**config.mk**
```make
export PLATFORM = sky130hd
export DESIGN_NAME = lfo_auto_panner
export DESIGN_NICKNAME = d
export VERILOG_FILES = /design/src/design/lap_pkg.sv /design/src/design/lap_front.sv /design/src/design/lap_queue.sv /design/src/design/lap_back.sv /design/src/design/lfo_auto_panner.sv
export SDC_FILE = /design/constraint.sdc
export NUM_CORES = 2
export LEC_CHECK = 0
export BUFFER_PORTS_ARGS = -buffer_cell sky130_fd_sc_hd__buf_2
export CORE_UTILIZATION = 49
export DETAILED_ROUTE_END_ITERATION = 10
export PLACE_DENSITY = 0.66
export REMOVE_ABC_BUFFERS = 1
export SLEW_MARGIN = 10
export SYNTH_ARGS = -nofsm -noshare
export SYNTH_HDL_FRONTEND = slang
export SYNTH_SLANG_ARGS = --single-unit
```
**constraint.sdc**
```tcl
create_clock -name clk -period 34.2 [get_ports clk]
set_input_delay 6.84 -clock clk [delete_from_list [all_inputs] [get_ports clk]]
set_output_delay 6.84 -clock clk [all_outputs]
set_load 0.02 [all_outputs]
```
**src/design/lap_pkg.sv**
```systemverilog
package lap_pkg;

	// Q1.15 unity, also the ceiling for depth and gain registers.
	localparam logic [15:0] Q15_ONE = 16'h8000;

	// Unity of the Q16 fraction within one quarter turn.
	localparam logic [16:0] FRAC_ONE = 17'h10000;

	// Sine polynomial coefficients, Q16.
	localparam logic [18:0] POLY_C3 = 19'd4640;
	localparam logic [16:0] POLY_C2 = 17'd42048;
	localparam logic [16:0] POLY_C1 = 17'd102944;

	// Number of words the front can run ahead of the back.
	localparam int unsigned QUEUE_DEPTH = 2;

	// Register reset values.
	localparam logic [15:0] PAN_DEPTH_RST = 16'd32768;
	localparam logic [31:0] PAN_STEP_RST = 32'd2684355;
	localparam logic [15:0] MOD_DEPTH_RST = 16'd0;
	localparam logic [31:0] MOD_STEP_RST = 32'd0;
	localparam logic [15:0] OUT_GAIN_RST = 16'd16384;

	// Register indexes on the write port.
	typedef enum logic [2:0] {
		REG_PAN_DEPTH,
		REG_PAN_STEP,
		REG_MOD_DEPTH,
		REG_MOD_STEP,
		REG_OUT_GAIN
	} cfg_reg_t;

	// Phase folded into a quadrant and a Q16 fraction within that quadrant.
	typedef struct packed {
		logic [1:0]  quad;
		logic [16:0] frac;
	} sine_arg_t;

	// Classified word handed from the front to the back (sample travels beside it).
	typedef struct packed {
		logic      last;
		sine_arg_t arg_pan;
		sine_arg_t arg_mod;
	} lfo_item_t;

	// Clamped depth and gain values used by the back.
	typedef struct packed {
		logic [15:0] pan_depth;
		logic [15:0] mod_depth;
		logic [15:0] gain;
	} lfo_gains_t;

	// Back sequencer states: idle, one per multiplier step, and done.
	typedef enum logic [3:0] {
		BK_IDLE,
		BK_X2,
		BK_T,
		BK_U,
		BK_Y,
		BK_DEP,
		BK_AMP,
		BK_AX,
		BK_G,
		BK_DONE
	} back_state_t;

	// Values above one act as one.
	function automatic logic [15:0] clamp_q15(input logic [15:0] v);
		return (v > Q15_ONE) ? Q15_ONE : v;
	endfunction

	// Split a quantized angle into quadrant and mirrored quarter fraction.
	function automatic sine_arg_t fold_angle(input logic [31:0] angle);
		sine_arg_t arg;
		arg.quad = angle[31:30];
		arg.frac = angle[30] ? (FRAC_ONE - {1'b0, angle[29:14]}) : {1'b0, angle[29:14]};
		return arg;
	endfunction

endpackage

```
**src/design/lap_front.sv**
```systemverilog
module lap_front #(
	parameter int unsigned SAMPLE_BITS = 16,
	parameter int unsigned SINE_BITS = 10
) (
	input  logic                          clk,
	input  logic                          arst_n,
	input  logic                          in_valid,
	output logic                          in_stall,
	input  logic signed [SAMPLE_BITS-1:0] sample_in,
	input  logic                          last_of_file,
	input  logic [31:0]                   pan_step,
	input  logic [31:0]                   mod_step,
	input  logic                          full,
	output logic                          push,
	output logic [SAMPLE_BITS-1:0]        push_sample,
	output lap_pkg::lfo_item_t            push_item
);

	// Phase bits below the table resolution are dropped.
	localparam logic [31:0] ANGLE_MASK = ~((32'd1 << (32 - SINE_BITS)) - 32'd1);

	logic [31:0] pan_phase_q;
	logic [31:0] mod_phase_q;

	// A word is taken whenever the queue has room.
	assign in_stall = full;
	assign push     = in_valid && !full;

	// Classify the word: sample, end flag and both folded LFO angles.
	assign push_sample       = sample_in;
	assign push_item.last    = last_of_file;
	assign push_item.arg_pan = lap_pkg::fold_angle(pan_phase_q & ANGLE_MASK);
	assign push_item.arg_mod = lap_pkg::fold_angle(mod_phase_q & ANGLE_MASK);

	// Phase accumulators advance per word and restart after the end of a stream.
	always_ff @(posedge clk or negedge arst_n) begin
		if (!arst_n) begin
			pan_phase_q <= '0;
			mod_phase_q <= '0;
		end else if (push) begin
			if (last_of_file) begin
				pan_phase_q <= '0;
				mod_phase_q <= '0;
			end else begin
				pan_phase_q <= pan_phase_q + pan_step;
				mod_phase_q <= mod_phase_q + mod_step;
			end
		end
	end

endmodule

```
**src/design/lap_queue.sv**
```systemverilog
module lap_queue #(
	parameter int unsigned WIDTH = 8
) (
	input  logic             clk,
	input  logic             arst_n,
	input  logic             push,
	input  logic [WIDTH-1:0] push_data,
	input  logic             pop,
	output logic [WIDTH-1:0] pop_data,
	output logic             full,
	output logic             empty
);

	localparam int unsigned PTR_BITS = (lap_pkg::QUEUE_DEPTH > 1) ?
		$clog2(lap_pkg::QUEUE_DEPTH) : 1;
	localparam logic [PTR_BITS-1:0] PTR_LAST = PTR_BITS'(lap_pkg::QUEUE_DEPTH - 1);
	localparam logic [PTR_BITS:0] COUNT_FULL = (PTR_BITS + 1)'(lap_pkg::QUEUE_DEPTH);

	logic [WIDTH-1:0]    slot_q [lap_pkg::QUEUE_DEPTH];
	logic [PTR_BITS-1:0] wr_ptr_q;
	logic [PTR_BITS-1:0] rd_ptr_q;
	logic [PTR_BITS:0]   count_q;

	assign full     = (count_q == COUNT_FULL);
	assign empty    = (count_q == '0);
	assign pop_data = slot_q[rd_ptr_q];

	// Storage slots.
	always_ff @(posedge clk) begin
		if (push) begin
			slot_q[wr_ptr_q] <= push_data;
		end
	end

	// Pointers and fill count.
	always_ff @(posedge clk or negedge arst_n) begin
		if (!arst_n) begin
			wr_ptr_q <= '0;
			rd_ptr_q <= '0;
			count_q  <= '0;
		end else begin
			if (push) begin
				wr_ptr_q <= (wr_ptr_q == PTR_LAST) ? '0 : wr_ptr_q + 1'b1;
			end
			if (pop) begin
				rd_ptr_q <= (rd_ptr_q == PTR_LAST) ? '0 : rd_ptr_q + 1'b1;
			end
			if (push && !pop) begin
				count_q <= count_q + 1'b1;
			end else if (pop && !push) begin
				count_q <= count_q - 1'b1;
			end
		end
	end

`ifndef SYNTHESIS
	// The fill count never passes the number of slots.
	a_count_bound: assert property (@(posedge clk) disable iff (!arst_n)
		count_q <= COUNT_FULL)
		else $error("queue count above depth");

	// The back only takes a word that is there.
	a_pop_nonempty: assert property (@(posedge clk) disable iff (!arst_n)
		pop |-> !empty)
		else $error("queue popped while empty");
`endif

endmodule

```
**src/design/lap_back.sv**
```systemverilog
module lap_back #(
	parameter int unsigned SAMPLE_BITS = 16
) (
	input  logic                          clk,
	input  logic                          arst_n,
	input  lap_pkg::lfo_gains_t           gains,
	input  logic                          empty,
	output logic                          pop,
	input  logic [SAMPLE_BITS-1:0]        pop_sample,
	input  lap_pkg::lfo_item_t            pop_item,
	output logic                          out_valid,
	input  logic                          out_stall,
	output logic signed [SAMPLE_BITS-1:0] left_out,
	output logic signed [SAMPLE_BITS-1:0] right_out,
	output logic                          end_mark
);

	localparam int unsigned OPB_W = 19;
	localparam int unsigned OPA_W = SAMPLE_BITS + 19;
	localparam int unsigned PR_W  = OPA_W + OPB_W;
	localparam int unsigned RND_W = PR_W - 30;
	localparam logic signed [PR_W-1:0] HALF15 = PR_W'(16384);
	localparam logic signed [PR_W-1:0] HALF30 = PR_W'(32'd536870912);
	localparam logic signed [RND_W-1:0] SAT_MAX = RND_W'((64'd1 << (SAMPLE_BITS - 1)) - 64'd1);
	localparam logic signed [RND_W-1:0] SAT_MIN = ~SAT_MAX;
	localparam logic signed [18:0] FAC_ONE = 19'sd32768;
	localparam logic [17:0] AMP_MAX = 18'd131068;

	lap_pkg::back_state_t state_q, state_d;

	logic                          out_free;
	logic                          load_out;
	logic                          out_valid_q;
	logic signed [SAMPLE_BITS-1:0] left_q;
	logic signed [SAMPLE_BITS-1:0] right_q;
	logic                          end_q;

	// Per-lane working registers: pan/mod lanes first, then left/right lanes.
	logic signed [SAMPLE_BITS-1:0] sample_q;
	logic                          last_q;
	logic [1:0]                    quad_q [2];
	logic [16:0]                   frac_q [2];
	logic [16:0]                   x2_q   [2];
	logic [16:0]                   t_q    [2];
	logic [16:0]                   u_q    [2];
	logic [16:0]                   y_q    [2];
	logic signed [17:0]            p_q    [2];
	logic [17:0]                   amp_q  [2];
	logic signed [OPA_W-1:0]       ax_q   [2];
	logic signed [PR_W-1:0]        gp_q   [2];

	logic [32:0]              mag_sum  [2];
	logic [15:0]              mag      [2];
	logic signed [17:0]       sine     [2];
	logic [15:0]              depth    [2];
	logic signed [18:0]       fac_a    [2];
	logic signed [18:0]       fac_b    [2];
	logic signed [OPA_W-1:0]  op_a     [2];
	logic signed [OPB_W-1:0]  op_b     [2];
	logic signed [PR_W-1:0]   prod     [2];
	logic signed [PR_W-1:0]   half_rnd [2];
	logic signed [PR_W-1:0]   out_rnd  [2];
	logic signed [RND_W-1:0]  shifted  [2];
	logic signed [SAMPLE_BITS-1:0] sat [2];

	assign out_free = !out_valid_q || !out_stall;
	assign depth[0] = gains.pan_depth;
	assign depth[1] = gains.mod_depth;

	// Sine magnitude from the polynomial result, signed by quadrant.
	always_comb begin
		for (int i = 0; i < 2; i++) begin
			mag_sum[i] = {1'b0, y_q[i], 15'd0} - 33'(y_q[i]) + 33'd32768;
			mag[i]     = mag_sum[i][31:16];
			sine[i]    = quad_q[i][1] ? -$signed({2'b00, mag[i]}) : $signed({2'b00, mag[i]});
		end
	end

	// Panning factors: left uses one plus, right uses one minus.
	assign fac_a[0] = FAC_ONE + 19'(p_q[0]);
	assign fac_b[0] = FAC_ONE + 19'(p_q[1]);
	assign fac_a[1] = FAC_ONE - 19'(p_q[0]);
	assign fac_b[1] = FAC_ONE - 19'(p_q[1]);

	// Operand selection for the two shared multipliers.
	always_comb begin
		for (int i = 0; i < 2; i++) begin
			op_a[i] = '0;
			op_b[i] = '0;
			case (state_q)
				lap_pkg::BK_X2: begin
					op_a[i] = OPA_W'(frac_q[i]);
					op_b[i] = OPB_W'(frac_q[i]);
				end
				lap_pkg::BK_T: begin
					op_a[i] = OPA_W'(x2_q[i]);
					op_b[i] = lap_pkg::POLY_C3;
				end
				lap_pkg::BK_U: begin
					op_a[i] = OPA_W'(x2_q[i]);
					op_b[i] = OPB_W'(t_q[i]);
				end
				lap_pkg::BK_Y: begin
					op_a[i] = OPA_W'(frac_q[i]);
					op_b[i] = OPB_W'(u_q[i]);
				end
				lap_pkg::BK_DEP: begin
					op_a[i] = OPA_W'(sine[i]);
					op_b[i] = OPB_W'(depth[i]);
				end
				lap_pkg::BK_AMP: begin
					op_a[i] = OPA_W'(fac_a[i]);
					op_b[i] = fac_b[i];
				end
				lap_pkg::BK_AX: begin
					op_a[i] = OPA_W'(sample_q);
					op_b[i] = OPB_W'(amp_q[i]);
				end
				lap_pkg::BK_G: begin
					op_a[i] = ax_q[i];
					op_b[i] = OPB_W'(gains.gain);
				end
				default: begin
					op_a[i] = '0;
					op_b[i] = '0;
				end
			endcase
		end
	end

	// Multipliers and rounding of their products.
	always_comb begin
		for (int i = 0; i < 2; i++) begin
			prod[i]     = op_a[i] * op_b[i];
			half_rnd[i] = prod[i] + HALF15;
			out_rnd[i]  = gp_q[i] + HALF30;
			shifted[i]  = out_rnd[i][PR_W-1:30];
			if (shifted[i] > SAT_MAX) begin
				sat[i] = SAT_MAX[SAMPLE_BITS-1:0];
			end else if (shifted[i] < SAT_MIN) begin
				sat[i] = SAT_MIN[SAMPLE_BITS-1:0];
			end else begin
				sat[i] = shifted[i][SAMPLE_BITS-1:0];
			end
		end
	end

	// Step results are kept per lane.
	always_ff @(posedge clk) begin
		for (int i = 0; i < 2; i++) begin
			case (state_q)
				lap_pkg::BK_IDLE: begin
					if (!empty) begin
						quad_q[i] <= (i == 0) ? pop_item.arg_pan.quad : pop_item.arg_mod.quad;
						frac_q[i] <= (i == 0) ? pop_item.arg_pan.frac : pop_item.arg_mod.frac;
					end
				end
				lap_pkg::BK_X2:  x2_q[i]  <= prod[i][32:16];
				lap_pkg::BK_T:   t_q[i]   <= lap_pkg::POLY_C2 - prod[i][32:16];
				lap_pkg::BK_U:   u_q[i]   <= lap_pkg::POLY_C1 - prod[i][32:16];
				lap_pkg::BK_Y:   y_q[i]   <= prod[i][32:16];
				lap_pkg::BK_DEP: p_q[i]   <= half_rnd[i][32:15];
				lap_pkg::BK_AMP: amp_q[i] <= half_rnd[i][32:15];
				lap_pkg::BK_AX:  ax_q[i]  <= prod[i][OPA_W-1:0];
				lap_pkg::BK_G:   gp_q[i]  <= prod[i];
				default: ;
			endcase
		end
		if (state_q == lap_pkg::BK_IDLE && !empty) begin
			sample_q <= pop_sample;
			last_q   <= pop_item.last;
		end
	end

	// Sequencer state register.
	always_ff @(posedge clk or negedge arst_n) begin
		if (!arst_n) begin
			state_q <= lap_pkg::BK_IDLE;
		end else begin
			state_q <= state_d;
		end
	end

	// Next state, queue pop and output load.
	always_comb begin
		state_d  = state_q;
		pop      = 1'b0;
		load_out = 1'b0;
		case (state_q)
			lap_pkg::BK_IDLE: begin
				if (!empty) begin
					pop     = 1'b1;
					state_d = lap_pkg::BK_X2;
				end
			end
			lap_pkg::BK_X2:  state_d = lap_pkg::BK_T;
			lap_pkg::BK_T:   state_d = lap_pkg::BK_U;
			lap_pkg::BK_U:   state_d = lap_pkg::BK_Y;
			lap_pkg::BK_Y:   state_d = lap_pkg::BK_DEP;
			lap_pkg::BK_DEP: state_d = lap_pkg::BK_AMP;
			lap_pkg::BK_AMP: state_d = lap_pkg::BK_AX;
			lap_pkg::BK_AX:  state_d = lap_pkg::BK_G;
			lap_pkg::BK_G:   state_d = lap_pkg::BK_DONE;
			lap_pkg::BK_DONE: begin
				if (out_free) begin
					load_out = 1'b1;
					state_d  = lap_pkg::BK_IDLE;
				end
			end
			default: state_d = lap_pkg::BK_IDLE;
		endcase
	end

	// Output register: holds a finished word while the next one is computed.
	always_ff @(posedge clk or negedge arst_n) begin
		if (!arst_n) begin
			out_valid_q <= 1'b0;
		end else if (load_out) begin
			out_valid_q <= 1'b1;
		end else if (!out_stall) begin
			out_valid_q <= 1'b0;
		end
	end

	always_ff @(posedge clk) begin
		if (load_out) begin
			left_q  <= sat[0];
			right_q <= sat[1];
			end_q   <= last_q;
		end
	end

	assign out_valid = out_valid_q;
	assign left_out  = left_q;
	assign right_out = right_q;
	assign end_mark  = end_q;

`ifndef SYNTHESIS
	// The first multiplier step always follows a queue pop.
	a_step_after_load: assert property (@(posedge clk) disable iff (!arst_n)
		state_q == lap_pkg::BK_X2 |-> $past(state_q) == lap_pkg::BK_IDLE)
		else $error("sequencer started without loading a word");

	// A new result appears only from the store step.
	a_out_from_done: assert property (@(posedge clk) disable iff (!arst_n)
		$rose(out_valid_q) |-> $past(state_q) == lap_pkg::BK_DONE)
		else $error("output valid raised outside the store step");

	// Amplitude products stay within the range of two Q1.15 factors.
	a_amp_range: assert property (@(posedge clk) disable iff (!arst_n)
		state_q == lap_pkg::BK_AX |-> amp_q[0] <= AMP_MAX && amp_q[1] <= AMP_MAX)
		else $error("amplitude out of range");
`endif

endmodule

```
**src/design/lfo_auto_panner.sv**
```systemverilog
// An accepted word is written to the queue, popped by the back in its idle state,
// run through the back sequencer's eight steps on its two shared multipliers and
// stored in the output register from the done state before the back takes another.
// A two-word queue lets the front accept while the back works and a result waits.
// Reset (arst_n low, asynchronous): phases cleared, registers to defaults,
// queue empty, no output valid.
module lfo_auto_panner #(
	parameter int unsigned SINE_ENTRIES = 1024,
	parameter int unsigned SAMPLE_BITS = 16
) (
	input  logic                          clk,
	input  logic                          arst_n,
	input  logic                          cfg_wr_en,
	input  logic [2:0]                    cfg_addr,
	input  logic [31:0]                   cfg_wdata,
	input  logic                          in_valid,
	output logic                          in_stall,
	input  logic signed [SAMPLE_BITS-1:0] sample_in,
	input  logic                          last_of_file,
	output logic                          out_valid,
	input  logic                          out_stall,
	output logic signed [SAMPLE_BITS-1:0] left_out,
	output logic signed [SAMPLE_BITS-1:0] right_out,
	output logic                          end_mark
);

	localparam int unsigned SINE_BITS = $clog2(SINE_ENTRIES);
	localparam int unsigned ITEM_W = $bits(lap_pkg::lfo_item_t) + SAMPLE_BITS;

	logic [15:0] pan_depth_q;
	logic [31:0] pan_step_q;
	logic [15:0] mod_depth_q;
	logic [31:0] mod_step_q;
	logic [15:0] out_gain_q;

	lap_pkg::lfo_gains_t gains;
	lap_pkg::lfo_item_t  push_item;
	logic [SAMPLE_BITS-1:0] push_sample;
	logic [ITEM_W-1:0]   pop_data;
	logic                push;
	logic                pop;
	logic                full;
	logic                empty;

	// Configuration registers; unknown indexes are ignored.
	always_ff @(posedge clk or negedge arst_n) begin
		if (!arst_n) begin
			pan_depth_q <= lap_pkg::PAN_DEPTH_RST;
			pan_step_q  <= lap_pkg::PAN_STEP_RST;
			mod_depth_q <= lap_pkg::MOD_DEPTH_RST;
			mod_step_q  <= lap_pkg::MOD_STEP_RST;
			out_gain_q  <= lap_pkg::OUT_GAIN_RST;
		end else if (cfg_wr_en) begin
			case (cfg_addr)
				lap_pkg::REG_PAN_DEPTH: pan_depth_q <= cfg_wdata[15:0];
				lap_pkg::REG_PAN_STEP:  pan_step_q  <= cfg_wdata;
				lap_pkg::REG_MOD_DEPTH: mod_depth_q <= cfg_wdata[15:0];
				lap_pkg::REG_MOD_STEP:  mod_step_q  <= cfg_wdata;
				lap_pkg::REG_OUT_GAIN:  out_gain_q  <= cfg_wdata[15:0];
				default: ;
			endcase
		end
	end

	// Depth and gain above one act as one.
	assign gains.pan_depth = lap_pkg::clamp_q15(pan_depth_q);
	assign gains.mod_depth = lap_pkg::clamp_q15(mod_depth_q);
	assign gains.gain      = lap_pkg::clamp_q15(out_gain_q);

	// Front: accepts words, runs the phase accumulators, folds the angles.
	lap_front #(
		.SAMPLE_BITS (SAMPLE_BITS),
		.SINE_BITS   (SINE_BITS)
	) u_front (
		.clk          (clk),
		.arst_n       (arst_n),
		.in_valid     (in_valid),
		.in_stall     (in_stall),
		.sample_in    (sample_in),
		.last_of_file (last_of_file),
		.pan_step     (pan_step_q),
		.mod_step     (mod_step_q),
		.full         (full),
		.push         (push),
		.push_sample  (push_sample),
		.push_item    (push_item)
	);

	// Queue between front and back.
	lap_queue #(
		.WIDTH (ITEM_W)
	) u_queue (
		.clk       (clk),
		.arst_n    (arst_n),
		.push      (push),
		.push_data ({push_item, push_sample}),
		.pop       (pop),
		.pop_data  (pop_data),
		.full      (full),
		.empty     (empty)
	);

	// Back: sine polynomial, panning factors, gain and output register.
	lap_back #(
		.SAMPLE_BITS (SAMPLE_BITS)
	) u_back (
		.clk        (clk),
		.arst_n     (arst_n),
		.gains      (gains),
		.empty      (empty),
		.pop        (pop),
		.pop_sample (pop_data[SAMPLE_BITS-1:0]),
		.pop_item   (lap_pkg::lfo_item_t'(pop_data[ITEM_W-1:SAMPLE_BITS])),
		.out_valid  (out_valid),
		.out_stall  (out_stall),
		.left_out   (left_out),
		.right_out  (right_out),
		.end_mark   (end_mark)
	);

endmodule
```
==> impl_metrics.ini <==
[outcome]
status = finished clean

[cells_and_area]
drive_gt1_share_pct = 7.59
layout_common_cells = inv_1, fa_1, nand2_1
area_delta_synth_final_pct = 7.20
final_common_cell = inv_1
nNetsFinal = 9729
final_area_um2 = 85000

[timing]
fin_crit_sh_pct = 39.1
tns_ns = 0
finClkSkew_ns = 0.0596
min_period_ns = 13.39
worst_pin_slew_ns = 1.19
rsz0062_at_grt = no
slew_headroom_pct = 20.9
fmax_mhz = 74.7
slew_viol_final = 0
hold_viol_final = 0
setup_viol = 0

[die]
coreArea_um2 = 161000
fp.dieW_um = 404
initial_utilization_pct = 49.4
die_area_um2 = 163000
die_h_um = 404
io_pins = 92
rows = 147

[worst_setup_path]
crit_path_end_kind = flip-flop
cp.arrival_ns = 13.80
cp_top_family = simple AND/OR/NAND/NOR gates
worstSetupPathType = flip-flop to flip-flop
slowest_delay_ns = 0.94
critical_path_required_ns = 34.61
path_common_cell = fa_1
cpMaxStageDelayCell = nor3_1
reg2reg_from = u_back.y_q[0][18]$_DFFE_PN_
cp_max_fo = 16
start_kind = flip-flop
crit_path_start = u_back.y_q[0][18]$_DFFE_PN_
crit_buf_inv = 4

[global_route]
grt-ovfl-total = 0
antenna_found_initial = 5
grt_pass1_wl_um = 377000
grt_start_max_net_pins = 118
grt.total_usage_pct = 30.5
grt_pass1_vias = 62200

[logic_synthesis]
yosysUniqueCellTypes = 92
yosysTopAreaCellShare_pct = 32.4
synthTopCellsByArea = fa_1, edfxtp_1, ha_1
synth_area_per_cell_um2 = 9.93
syn_area_um2 = 79300
yosysTopAreaCell = fa_1
seq_area_frac_synth_pct = 23.7
ys_ff_latch = 657
ys_async_sr_fraction_pct = 28.2
yosys_warnings = 0
synth_edf_count = 472
syn_inst = 7990
synthFlopType = edfxtp_1

[route]
dr.pass1.iters = 8
num_vias = 59800
routed_wl_um = 244000
drc_errors = 0
drt-vias-per-instance = 5.87
wire_per_inst_um = 23.9
drtIter0Drc = 6231
drtAntennaViolNets = 0

[cts]
hold_buffers = 0
postCtsSetupBuffers = 0
clk_latency_ns = 0.69
cts_tree = yes
cts_resized = 0
htree_levels = 3
clkTransAtPathRegs_ns = 0.07
clk_path_buf_depth = 3
cts_root_buf = clkbuf_16
cts_made_buffers = 73
cts_sinks = 657

[worst_hold_path]
hold_class = flip-flop to flip-flop
min_from = u_back.last_q$_DFFE_PP_

[job]
drv_cap = 0

[place]
dpl_cell_area_um2 = 82600
gp_congestion = 0.964
numPortBuffers = 91
dp_hpwl_um = 187000
## cells in the mapped netlist, drive strengths merged, types with 42 or more instances
master  number
a22oi       54
or3         42
ha         431
nor3        68
dfrtp      171
xor2       109
nor2       478
nand4       50
a21o       103
clkbuf     312
edfxtp     472
a211oi      59
nand2b      65
inv       1353
and2       155
a31oi       55
fa        1284
mux2       150
nand3      107
a21oi      229
a22o        42
nand2     1116
nor2b       46
o31ai       47
o21ai      197
xnor2      256
## layout make-up
type	count	area (um^2)
Inverter	1357	5090
Clock buffer	97	2030
Multi-Input combinational cell	5634	54400
Clock inverter	35	428
Sequential cell	657	18800
Fill cell	14200	75500
Tap cell	2160	2700
Antenna cell	7	17.5
Timing Repair Buffer	234	1550
## layer usage
metal	global-route usage, %	wire length [um]	up-vias
met3	4.91	21900	551
met4	12.9	11800	0
met1	41.0	96700	30400
li1	-	-	25900
met2	49.2	113000	3011
met5	0	0	-
## state kept, by name, indices dropped and copies added, names as in the netlist, 34 cells and up
register / flops
u_back.gp_q: 50
u_back.u_q: 34
u_queue.slot_q: 74
u_back.y_q: 34
u_back.p_q: 36
u_back.amp_q: 36
u_back.ax_q: 70
u_back.x2_q: 34
u_back.t_q: 34
## final timing paths
| check | end | slack, ns | cells past startpoint |
|---|---|---|---|
| setup / recovery | u_back.t_q[0][32]$_DFFE_PP_ | 20.81 | 33 |
| hold / removal | u_back.end_mark$_DFFE_PP_ | 0.42 | 0 |
| setup reg to reg | u_back.t_q[0][32]$_DFFE_PP_ | 20.81 | 33 |
| hold reg to reg | u_back.end_mark$_DFFE_PP_ | 0.42 | 0 |
| max in group asynchronous | pan_depth_q[14]$_DFFE_PN0P_ | 26.28 | 2 |
| min in group asynchronous | u_front.pan_phase_q[17]$_DFFE_PN0P_ | 6.30 | 1 |
## cell families after synthesis
family	count (synthesis)	share of synthesized area, %
buffers and inverters	1699	8.08
adder cells (fa/ha/maj)	1715	39.2
AO/OA/AOI/OAI	1105	9.69
flip-flops	657	23.7
multiplexers	163	2.29
AND/OR/NAND/NOR	2286	13.0
XOR/XNOR	365	4.03
## stage by stage
| step | util, % | worst slack, ns | cells | hold slack [ns] |
|---|---|---|---|---|
| 4_1_cts | 52.9 | 21.10 | 10200 | 0.426 |
| 3_3_place_gp | 51.4 | 21.34 | 10000 | 0.403 |
| 6_report | 53.0 | 20.81 | 10200 | 0.425 |
| 5_1_grt | 53.0 | 20.29 | 10200 | 0.451 |
| 3_5_place_dp | 51.4 | 21.20 | 10000 | 0.411 |
| 2_1_floorplan | - | 15.24 | 7648 | 0.400 |
Power is not shown: default switching activity piles up to over one toggle a cycle in this logic, so the estimate is an artifact.
